$ cat src/design/erf_pkg.sv
// shared types and constants for the escaped frame receiver
// no dependencies; imported by escaped_frame_receiver
`default_nettype none

package erf_pkg;

    // byte width of every field and register
    localparam int unsigned BYTE_W = 8;
    // address, command, length and timestamp ahead of the payload
    localparam int unsigned HDR_BYTES = 8;
    // little-endian checksum at the end of the body
    localparam int unsigned SUM_BYTES = 2;
    localparam int unsigned MIN_BODY = HDR_BYTES + SUM_BYTES;

    localparam int unsigned CFG_IDX_W = 3;
    localparam int unsigned EVENT_W = 3;
    localparam int unsigned OUT_DATA_W = 24;
    localparam int unsigned IN_DATA_W = 16;

    // configuration register indexes
    typedef enum logic [CFG_IDX_W-1:0] {
        CFG_HEADER_FIRST  = 3'd0,
        CFG_HEADER_SECOND = 3'd1,
        CFG_TAIL_BYTE     = 3'd2,
        CFG_ESCAPE_BYTE   = 3'd3,
        CFG_ESCAPE_MASK   = 3'd4
    } cfg_idx_t;

    // result event codes
    typedef enum logic [EVENT_W-1:0] {
        EV_NONE      = 3'd0,
        EV_FRAME_OK  = 3'd1,
        EV_TOO_SHORT = 3'd2,
        EV_LEN_BAD   = 3'd3,
        EV_SUM_BAD   = 3'd4,
        EV_OVERFLOW  = 3'd5
    } event_t;

    // hunt state, one-hot
    typedef enum logic [3:0] {
        ST_HUNT   = 4'b0001,
        ST_SEEN   = 4'b0010,
        ST_BODY   = 4'b0100,
        ST_ESCAPE = 4'b1000
    } hunt_t;

endpackage

`default_nettype wire

$ cat src/design/escaped_frame_receiver.sv
// escaped frame receiver: header hunt, byte unstuffing, body store and frame check
// depends on erf_pkg
`default_nettype none

// Usage
// - slave stream: one item per transfer; tuser is kind (0 received byte, 1 payload read),
//   tdata carries rx_byte in [7:0] and read_index in [15:8]
// - master stream: exactly one result per input item, in order; tdata carries
//   event_res [2:0], payload length [10:3], read_data [18:11], zero above
// - config port: cfg_we writes cfg_wdata into register cfg_index (header_first,
//   header_second, tail_byte, escape_byte, escape_mask); only while the block is idle
// - throughput: one item per cycle sustained while the result stream accepts; the header
//   hunt, the checksum check and the body store write all finish in the cycle of the transfer
// - pipeline: each item passes the read stage and then the output register before tvalid
//   rises; the read stage is there for the registered read data of the body store
// - the checksum is tracked as a running sum lagging two bytes behind, with the last
//   two bytes and the length field kept in registers, so the frame check needs no
//   memory read at the tail byte
// - reset: hunt state, counters and configuration return to their defaults at once;
//   the body store keeps whatever it held and needs no clearing pass
// - stall: a held result stays in the output register while one more item sits in the
//   memory read stage; tready drops only when both are full
module escaped_frame_receiver #(
    parameter int unsigned BODY_DEPTH = 256
) (
    input  wire logic                              clk,
    input  wire logic                              rst_n,
    // configuration write port
    input  wire logic                              cfg_we,
    input  wire logic [erf_pkg::CFG_IDX_W-1:0]     cfg_index,
    input  wire logic [erf_pkg::BYTE_W-1:0]        cfg_wdata,
    // input stream
    input  wire logic                              s_axis_tvalid,
    output logic                                   s_axis_tready,
    input  wire logic [erf_pkg::IN_DATA_W-1:0]     s_axis_tdata,  // rx_byte, read_index
    input  wire logic                              s_axis_tuser,  // kind
    // result stream
    output logic                                   m_axis_tvalid,
    input  wire logic                              m_axis_tready,
    output logic [erf_pkg::OUT_DATA_W-1:0]         m_axis_tdata   // event_res, payload length,
                                                                  // read_data, zero pad
);

    import erf_pkg::*;

    localparam int unsigned AW = (BODY_DEPTH > 1) ? $clog2(BODY_DEPTH) : 1;
    localparam int unsigned CW = $clog2(BODY_DEPTH + 1);
    // read position 8 + read_index, wide enough for the depth and for the byte offset
    localparam int unsigned PW = ((AW > BYTE_W) ? AW : BYTE_W) + 1;
    localparam int unsigned LW = 2 * BYTE_W + 1;

    // configuration registers
    logic [BYTE_W-1:0] hdr1_reg, hdr2_reg, tail_reg, esc_reg, mask_reg;

    always_ff @(posedge clk or negedge rst_n)
    begin
        if (!rst_n)
        begin
            hdr1_reg <= 8'd170;
            hdr2_reg <= 8'd85;
            tail_reg <= 8'd13;
            esc_reg  <= 8'd125;
            mask_reg <= 8'd32;
        end
        else if (cfg_we)
        begin
            case (cfg_index)
                CFG_HEADER_FIRST:  hdr1_reg <= cfg_wdata;
                CFG_HEADER_SECOND: hdr2_reg <= cfg_wdata;
                CFG_TAIL_BYTE:     tail_reg <= cfg_wdata;
                CFG_ESCAPE_BYTE:   esc_reg  <= cfg_wdata;
                CFG_ESCAPE_MASK:   mask_reg <= cfg_wdata;
                default:           ;
            endcase
        end
    end

    // input fields
    logic              in_kind;
    logic [BYTE_W-1:0] in_byte;
    logic [BYTE_W-1:0] in_idx;
    logic              in_xfer;

    assign in_kind = s_axis_tuser;
    assign in_byte = s_axis_tdata[BYTE_W-1:0];
    assign in_idx  = s_axis_tdata[2*BYTE_W-1:BYTE_W];
    assign in_xfer = s_axis_tvalid && s_axis_tready;

    // frame state
    hunt_t             state_reg, state_next;
    logic [CW-1:0]     count_reg, count_next;
    logic [15:0]       lag_reg, lag_next;       // sum of all body bytes but the last two
    logic [BYTE_W-1:0] prev_reg, prev_next;     // second to last body byte
    logic [BYTE_W-1:0] last_reg, last_next;     // last body byte
    logic [BYTE_W-1:0] len_lo_reg, len_lo_next;
    logic [BYTE_W-1:0] len_hi_reg, len_hi_next;

    // per-item decode
    logic              store_req;
    logic              store_ok;
    logic [BYTE_W-1:0] store_data;
    event_t            ev_now;
    logic [BYTE_W-1:0] plen_now;
    logic [15:0]       declared;
    logic [LW-1:0]     expect_len;

    assign declared   = {len_hi_reg, len_lo_reg};
    assign expect_len = LW'(declared) + LW'(MIN_BODY);
    assign store_ok   = (32'(count_reg) < BODY_DEPTH);

    always_comb
    begin
        state_next  = state_reg;
        count_next  = count_reg;
        lag_next    = lag_reg;
        prev_next   = prev_reg;
        last_next   = last_reg;
        len_lo_next = len_lo_reg;
        len_hi_next = len_hi_reg;
        store_req   = 1'b0;
        store_data  = in_byte;
        ev_now      = EV_NONE;
        plen_now    = '0;

        if (!in_kind)
        begin
            case (state_reg)
                ST_HUNT:
                begin
                    if (in_byte == hdr1_reg)
                        state_next = ST_SEEN;
                end
                ST_SEEN:
                begin
                    if (in_byte == hdr2_reg)
                    begin
                        state_next = ST_BODY;
                        count_next = '0;
                        lag_next   = '0;
                        prev_next  = '0;
                        last_next  = '0;
                    end
                    else if (in_byte != hdr1_reg)
                        state_next = ST_HUNT;
                end
                ST_BODY:
                begin
                    // escape wins over tail when both match
                    if (in_byte == esc_reg)
                        state_next = ST_ESCAPE;
                    else if (in_byte == tail_reg)
                    begin
                        state_next = ST_HUNT;
                        count_next = '0;
                        if (32'(count_reg) < MIN_BODY)
                            ev_now = EV_TOO_SHORT;
                        else if (LW'(count_reg) != expect_len)
                            ev_now = EV_LEN_BAD;
                        else if ({last_reg, prev_reg} != lag_reg)
                            ev_now = EV_SUM_BAD;
                        else
                        begin
                            ev_now   = EV_FRAME_OK;
                            plen_now = len_lo_reg;
                        end
                    end
                    else
                        store_req = 1'b1;
                end
                ST_ESCAPE:
                begin
                    store_req  = 1'b1;
                    store_data = in_byte ^ mask_reg;
                    state_next = ST_BODY;
                end
                default:
                    state_next = ST_HUNT;
            endcase

            if (store_req)
            begin
                if (store_ok)
                begin
                    count_next = count_reg + CW'(1);
                    lag_next   = lag_reg + 16'(prev_reg);
                    prev_next  = last_reg;
                    last_next  = store_data;
                    if (32'(count_reg) == 2)
                        len_lo_next = store_data;
                    if (32'(count_reg) == 3)
                        len_hi_next = store_data;
                end
                else
                begin
                    state_next = ST_HUNT;
                    ev_now     = EV_OVERFLOW;
                end
            end
        end
    end

    always_ff @(posedge clk or negedge rst_n)
    begin
        if (!rst_n)
        begin
            state_reg  <= ST_HUNT;
            count_reg  <= '0;
            lag_reg    <= '0;
            prev_reg   <= '0;
            last_reg   <= '0;
            len_lo_reg <= '0;
            len_hi_reg <= '0;
        end
        else if (in_xfer)
        begin
            state_reg  <= state_next;
            count_reg  <= count_next;
            lag_reg    <= lag_next;
            prev_reg   <= prev_next;
            last_reg   <= last_next;
            len_lo_reg <= len_lo_next;
            len_hi_reg <= len_hi_next;
        end
    end

    // body store: one write port, one registered read port
    logic [BYTE_W-1:0] body_mem [BODY_DEPTH];
    logic [BYTE_W-1:0] rd_data_reg;
    logic [PW-1:0]     rd_pos;
    logic              rd_in_range;
    logic              wr_en;
    logic              rd_en;

    assign rd_pos      = PW'(HDR_BYTES) + PW'(in_idx);
    assign rd_in_range = (32'(rd_pos) < BODY_DEPTH);
    assign wr_en       = in_xfer && store_req && store_ok;
    assign rd_en       = in_xfer && in_kind && rd_in_range;

    always_ff @(posedge clk)
    begin
        if (wr_en)
            body_mem[count_reg[AW-1:0]] <= store_data;
        if (rd_en)
            rd_data_reg <= body_mem[rd_pos[AW-1:0]];
    end

    // read stage: item info waits here for the memory data
    logic              s1_valid_reg;
    logic              s1_read_reg;     // read item with a position inside the store
    event_t            s1_ev_reg;
    logic [BYTE_W-1:0] s1_plen_reg;
    logic              s1_move;

    // output register
    logic              out_valid_reg;
    event_t            out_ev_reg;
    logic [BYTE_W-1:0] out_plen_reg;
    logic [BYTE_W-1:0] out_rd_reg;

    assign s1_move       = s1_valid_reg && (!out_valid_reg || m_axis_tready);
    assign s_axis_tready = !s1_valid_reg || s1_move;

    always_ff @(posedge clk or negedge rst_n)
    begin
        if (!rst_n)
        begin
            s1_valid_reg  <= 1'b0;
            out_valid_reg <= 1'b0;
        end
        else
        begin
            if (in_xfer)
                s1_valid_reg <= 1'b1;
            else if (s1_move)
                s1_valid_reg <= 1'b0;

            if (s1_move)
                out_valid_reg <= 1'b1;
            else if (m_axis_tready)
                out_valid_reg <= 1'b0;
        end
    end

    always_ff @(posedge clk)
    begin
        if (in_xfer)
        begin
            s1_read_reg <= in_kind && rd_in_range;
            s1_ev_reg   <= ev_now;
            s1_plen_reg <= plen_now;
        end
        if (s1_move)
        begin
            out_ev_reg   <= s1_ev_reg;
            out_plen_reg <= s1_plen_reg;
            out_rd_reg   <= s1_read_reg ? rd_data_reg : '0;
        end
    end

    assign m_axis_tvalid = out_valid_reg;
    assign m_axis_tdata  = {
        (OUT_DATA_W - EVENT_W - 2 * BYTE_W)'(0),
        out_rd_reg,
        out_plen_reg,
        out_ev_reg
    };

`ifndef SYNTHESIS
    // a payload length is reported only with a good frame
    assert property (@(posedge clk) disable iff (!rst_n)
        m_axis_tvalid && (out_plen_reg != '0) |-> (out_ev_reg == EV_FRAME_OK))
        else $error("payload length without good frame");

    // frame events come from received bytes, which never carry read data
    assert property (@(posedge clk) disable iff (!rst_n)
        m_axis_tvalid && (out_ev_reg != EV_NONE) |-> (out_rd_reg == '0))
        else $error("read data on a frame event");

    // the body count never passes the store depth
    assert property (@(posedge clk) disable iff (!rst_n)
        32'(count_reg) <= BODY_DEPTH)
        else $error("body count beyond store depth");

    // input stalls only when both the read stage and the output register are full
    assert property (@(posedge clk) disable iff (!rst_n)
        !s_axis_tready |-> (s1_valid_reg && out_valid_reg && !m_axis_tready))
        else $error("input stalled with room downstream");

    // a read item stuck in the read stage keeps its memory data
    assert property (@(posedge clk) disable iff (!rst_n)
        s1_valid_reg && s1_read_reg && !s1_move |=> $stable(rd_data_reg))
        else $error("read data lost during stall");
`endif

endmodule

`default_nettype wire

$ cat config.mk
export PLATFORM = sky130hd
export DESIGN_NAME = escaped_frame_receiver
export DESIGN_NICKNAME = d
export VERILOG_FILES = /design/src/design/erf_pkg.sv /design/src/design/escaped_frame_receiver.sv
export SDC_FILE = /design/constraint.sdc
export NUM_CORES = 2
export LEC_CHECK = 0
export BUFFER_PORTS_ARGS = -buffer_cell sky130_fd_sc_hd__buf_4
export CORE_MARGIN = 1
export CORE_UTILIZATION = 45
export CTS_BUF_LIST = sky130_fd_sc_hd__clkbuf_8
export DETAILED_ROUTE_END_ITERATION = 10
export RECOVER_POWER = 25
export SLEW_MARGIN = 15
export SYNTH_ARGS = -nofsm -noshare
export SYNTH_HDL_FRONTEND = slang
export SYNTH_SLANG_ARGS = --single-unit
$ cat constraint.sdc
create_clock -name clk -period 11.01 [get_ports clk]
set_input_delay 0.5505 -clock clk [delete_from_list [all_inputs] [get_ports clk]]
set_output_delay 0.5505 -clock clk [all_outputs]
set_load 0.05 [all_outputs]
Word-level counts from Yosys, hierarchy flattened

Memory sizes are Yosys's and may differ from the RTL's. A register that Yosys moved wholly into a read port is not among the register bits.
Cells that the tools add are included.

Magnitude comparators: 3
Bitwise logic cells: 4
Muxes and demuxes: 47
Reduce and logical (&&, ||, !) cells: 23
Shift-type cells: 0
Equality and inequality tests: 17
Divide/modulo/power cells: 0
Multipliers: 0
Add/sub/neg operators: 4

Operators by type and width:

| kind                  | number |
|---|---|
| $mux 8                | 10 |
| $mux 16               | 4 |
| $mux 9                | 5 |
| $eq 8x8->1            | 4 |
| $mux 4                | 7 |
| $mux 3                | 8 |
| $eq 9x2->1 const B    | 2 |
| $lt 9x9->1 const B    | 2 |
| $pmux 9 s2            | 1 |
| $add 16x4->17 const B | 1 |
| $ne 9x17->1           | 1 |
| $add 16x8->16         | 1 |
| $ne 16x16->1          | 1 |
| $pmux 4 s4            | 1 |
| $reduce_and 2->1      | 6 |
| $mux 1                | 10 |
| $reduce_and 5->1      | 2 |
| $add 4x8->9 const A   | 1 |
| $add 9x1->9 const B   | 1 |
| $lt 9x4->1 const B    | 1 |
| $ne 8x8->1            | 1 |
| $xor 8x8->8           | 1 |
| $logic_and 1x1->1     | 7 |
| $reduce_or 7->1       | 1 |
| other kinds (13)      | 19 |

Latch bits: 0
Bits in writable memories: 2048
Word-level logic and storage cells: 119
Memory bits (read-only): 0
Output and inout bits: 26
Input port bits: 33
Register bits after elaboration: 134
Memories: 1

Memories:

| memory   | words | bits a word | read ports | clocked after Yosys merged registers in | write ports | line                          | RTL |
|---|---|---|---|---|---|---|---|
| body_mem | 256   | 8           | 1          | 1                                       | 1           | escaped_frame_receiver.sv:227 | `logic [BYTE_W-1:0] body_mem [BODY_DEPTH];` |

Longest topological paths before layout

Depth in word-level cells: 10
Mapped depth: 12
Depth with buffers taken out: 10

Least setup slack after synthesis

OpenSTA, ideal clock, no wires.

Path kind: register to register
From: register state_reg[1]
To: memory body_mem[0][0], data pin
Required time: 9363 ps
Arrival time: 8760 ps
Period minus slack after synthesis: 10407 ps
Library setup time: 1647 ps
Stages on the path, launching flop included: 7
Path buffers: 2
Setup slack: 603 ps
Path through: dfrtp_1 nor4_1 clkbuf_1 and2_1 clkbuf_1 nand2_1 xnor2_1

Word-level cells in the longest chain between the ends: 3

Ends and longest elaborated chain:

| what                   | line                          | RTL |
|---|---|---|
| from (decl)            | escaped_frame_receiver.sv:90  | `hunt_t state_reg, state_next;` |
| from (signal assigned) | escaped_frame_receiver.sv:216 | `state_reg <= state_next;` |
| $eq 4x4->1             | escaped_frame_receiver.sv:127 | `case (state_reg)` |
| $mux 8                 | escaped_frame_receiver.sv:127 |  |
| $mux 8                 | escaped_frame_receiver.sv:125 | `if (!in_kind)` |
| via store_data[0]      | escaped_frame_receiver.sv:101 | `logic [BYTE_W-1:0] store_data;` |
| to (decl)              | escaped_frame_receiver.sv:227 |  |

The timed path passes the listed nets, and every way through them passes these cells.

Worst setup path after layout

From: register state_reg[1]
To: memory body_mem[247][4], data pin

The elaborated chain is that of the path after synthesis.

==> flow_metrics.py <==
metrics = {
    "worst_setup_path": {
        "path_cells": "nor4_1, and2_0, nand2_1, xnor2_1, clkbuf_2, buf_4",
        "crit_path_top_delay_cell": "clkbuf_2",
        "crit_path_max_incr_delay_ns": 3.08,
        "cp_max_fo": 185,
        "worstSetupPathType": "flip-flop to flip-flop",
        "crit_buf_inv": 2,
        "critPathRequiredTime_ns": 11.73,
        "worstSetupEndpointType": "flip-flop",
        "arrival_ns": 8.07,
        "critPathTopFamily": "buffers and inverters",
        "startpoint_type": "flip-flop",
    },
    "floorplan": {
        "die_w_um": 440,
        "design.portCount": 59,
        "core_area_mm2": 0.190,
        "std_cell_rows": 160,
        "dieArea_mm2": 0.193,
        "dieHeight_um": 440,
        "initial_utilization_pct": 45.3,
    },
    "clock_tree": {
        "cts_root_buffer": "clkbuf_8",
        "cts_tree": "yes",
        "cts_max_path_buffers": 4,
        "path_clk_slew_ns": 0.06,
        "cts_max_level": 5,
        "cts_sinks": 2190,
        "cts_buffers": 365,
        "post_cts_buffers": 0,
        "clk_latency_ns": 1.06,
    },
    "routing": {
        "wl_um": 221000,
        "drt_iter0_drc": 4702,
        "routedWlPerCell_um": 30.0,
        "vias_per_cell": 5.97,
        "firstDrtPassIters": 6,
        "via_count": 44000,
        "drc": 0,
        "detail-route-antenna-nets": 0,
    },
    "cells_and_area": {
        "ff_latch_area_mm2": 0.0653,
        "syn2layout_area_growth_pct": 11.4,
        "layout_common_cells": "edfxtp_1, mux4_2, clkbuf_8",
        "nFillCells": 15300,
        "multi_input_area_mm2": 0.0199,
        "largest_reg_flops": 2048,
        "layout_commonest_cell": "edfxtp_1",
        "fin_util_pct": 50.5,
        "num-nets-final": 4636,
        "drive_gt1_share_pct": 23.9,
    },
    "yosys": {
        "ys_warn_count": 0,
        "ys_top_cells_by_area": "edfxtp_1, mux4_2, dfrtp_1",
        "synth_top_cell_area_share_pct": 72.7,
        "synth_edf_count": 2087,
        "synth-main-ff-cell": "edfxtp_1",
        "yosysUniqueCellTypes": 80,
        "netlist_area_mm2": 0.0862,
        "synthArstFlopShare_pct": 4.70,
        "synth_top_cell_by_area": "edfxtp_1",
        "ys_seq_area_share_pct": 75.7,
        "ys_seq_elements": 2190,
        "syn_inst": 4323,
        "syn_avg_cell_area_um2": 19.9,
    },
    "global_routing": {
        "grt_max_degree": 186,
        "grt_pass1_wl_um": 318000,
        "grt_pass1_vias": 44600,
        "overflow": 0,
        "antenna_found_initial": 11,
        "grtUsageTotal_pct": 23.0,
    },
    "sta": {
        "clock-skew-final_ns": 0.100,
        "fin_crit_sh_pct": 66.7,
        "tightestPinTransition_ns": 4.57,
        "slew_headroom_pct": -205,
        "rsz0062_at_grt": "false",
        "drv_slew": 829,
        "tns_ns": 0,
        "fmax_mhz": 136,
        "setup_viol": 0,
        "period_needed_ns": 7.34,
        "hold_violations": 0,
    },
    "flow_run": {
        "maxCapViolCount": 10,
    },
    "pwr": {
        "leakagePower_uw": 0.0304,
        "peakVddDrop_uv": 138,
        "power_density_mw_per_mm2": 175,
    },
    "status": {
        "status": "finished, violations left",
        "violations": "capacitance limit, slew limit",
    },
    "placement": {
        "hpwl_um": 130000,
        "port_buffers": 53,
        "gp_congestion": 0.855,
    },
    "min_path": {
        "hp-class": "input port to flip-flop",
    },
}
-- cell type report --
| cell class | instances | area share [%] |
|---|---|---|
| timing repair buffer | 154 | 1.24 |
| clock buffer | 370 | 5.30 |
| inverter | 14 | 0.0547 |
| antenna | 10 | 0.0260 |
| sequential | 2190 | 67.9 |
| tap | 2511 | 3.27 |
| clock inverter | 263 | 1.49 |
| multi-input combinational | 1863 | 20.7 |
-- cell families (layout without fill, tap and decap cells) --
family / count (synthesis) / in the layout / synth area share, %
XOR/XNOR: 80 / 80 / 0.813
adder cells (fa/ha/maj): 15 / 15 / 0.226
AND/OR/NAND/NOR: 762 / 762 / 4.16
flip-flops: 2190 / 2190 / 75.7
other: 1 / 15 / 0.00435
buffers and inverters: 274 / 801 / 1.46
AO/OA/AOI/OAI: 369 / 369 / 3.03
multiplexers: 632 / 632 / 14.6
-- per-stage QoR --
| stage | std cells | hold WS, ns | power [uW] | cell area, um^2 | setup slack (ns) |
|---|---|---|---|---|---|
| after floorplan | 4327 | 0.255 | 10000 | 86200 | 0.603 |
| after global placement | 6709 | 0.410 | 10300 | 89500 | 5.74 |
| after detailed placement | 6710 | 0.406 | 10300 | 89500 | 5.58 |
| after CTS | 7364 | 0.0185 | 16900 | 96300 | 5.76 |
| after global routing | 7372 | 0.0552 | 17300 | 96100 | 3.00 |
| final | 7375 | 0.117 | 16800 | 96100 | 3.67 |
-- tightest hold or removal path, delay by kind of cell --
family / cells / cell delay (ns)
xor gates and xnor gates: 1 / 0.26
buffers and inverters: 1 / 0.17
muxes: 1 / 0.17
-- where the power goes --
group	switching [uW]	total, uW	leakage (uW)	internal [uW]
Combinational	603	912	0.00661	309
Sequential	31.8	9240	0.0201	9210
Clock	3200	6620	0.00371	3420
Total	3830	16800	0.0304	12900
-- cell usage after synthesis (4+ instances only) --
| library cell | number |
|---|---|
| ha_1 | 14 |
| a31oi_1 | 9 |
| a211oi_1 | 11 |
| buf_2 | 75 |
| a21oi_1 | 49 |
| or3_1 | 11 |
| edfxtp_1 | 2087 |
| nor3_1 | 43 |
| o211ai_1 | 11 |
| and3_1 | 8 |
| nand4b_1 | 6 |
| o22ai_1 | 8 |
| dfstp_2 | 19 |
| a22oi_1 | 191 |
| nor3b_1 | 4 |
| inv_1 | 14 |
| nor4_1 | 23 |
| o21ai_0 | 31 |
| o2111ai_1 | 9 |
| nand4_1 | 23 |
| xor2_1 | 36 |
| clkbuf_1 | 130 |
| nand2b_1 | 23 |
| nor2_1 | 333 |
| mux2i_1 | 76 |
| nor2b_1 | 18 |
| mux2_2 | 59 |
| and2_1 | 21 |
| buf_4 | 33 |
| buf_1 | 21 |
| nand3_1 | 110 |
| xnor2_1 | 44 |
| a221oi_1 | 9 |
| nand2_1 | 105 |
| nand3b_1 | 5 |
| dfrtp_1 | 84 |
| mux4_2 | 495 |
| a22o_1 | 11 |
-- layer usage --
metal	global-route usage (%)	wire length (um)
met1	31.8	90200
met2	36.1	106000
met3	5.18	18700
met4	7.81	6860
met5	0	33
-- path summary, 6_finish.rpt --
kind / start / end / cells past startpoint / slack, ns
max: state_reg[1] / body_mem[247][4] / 6 / 3.67
min: s_axis_tdata[6] / len_lo_reg[6] / 3 / 0.12
max reg2reg: state_reg[1] / body_mem[247][4] / 6 / 3.67
min reg2reg: s1_plen_reg[7] / out_plen_reg[7] / 0 / 0.42
max in group asynchronous: rst_n / count_reg[4] / 3 / 6.90
min in group asynchronous: rst_n / tail_reg[2] / 2 / 0.74
-- repair_timing --
item,in CTS,in global routing
resized for setup,0,0
hold endpoints to repair,89,0
endpoints found under the setup margin,0,0
hold buffers,21,0
No activity file was read; power rests on OpenSTA's default activity.
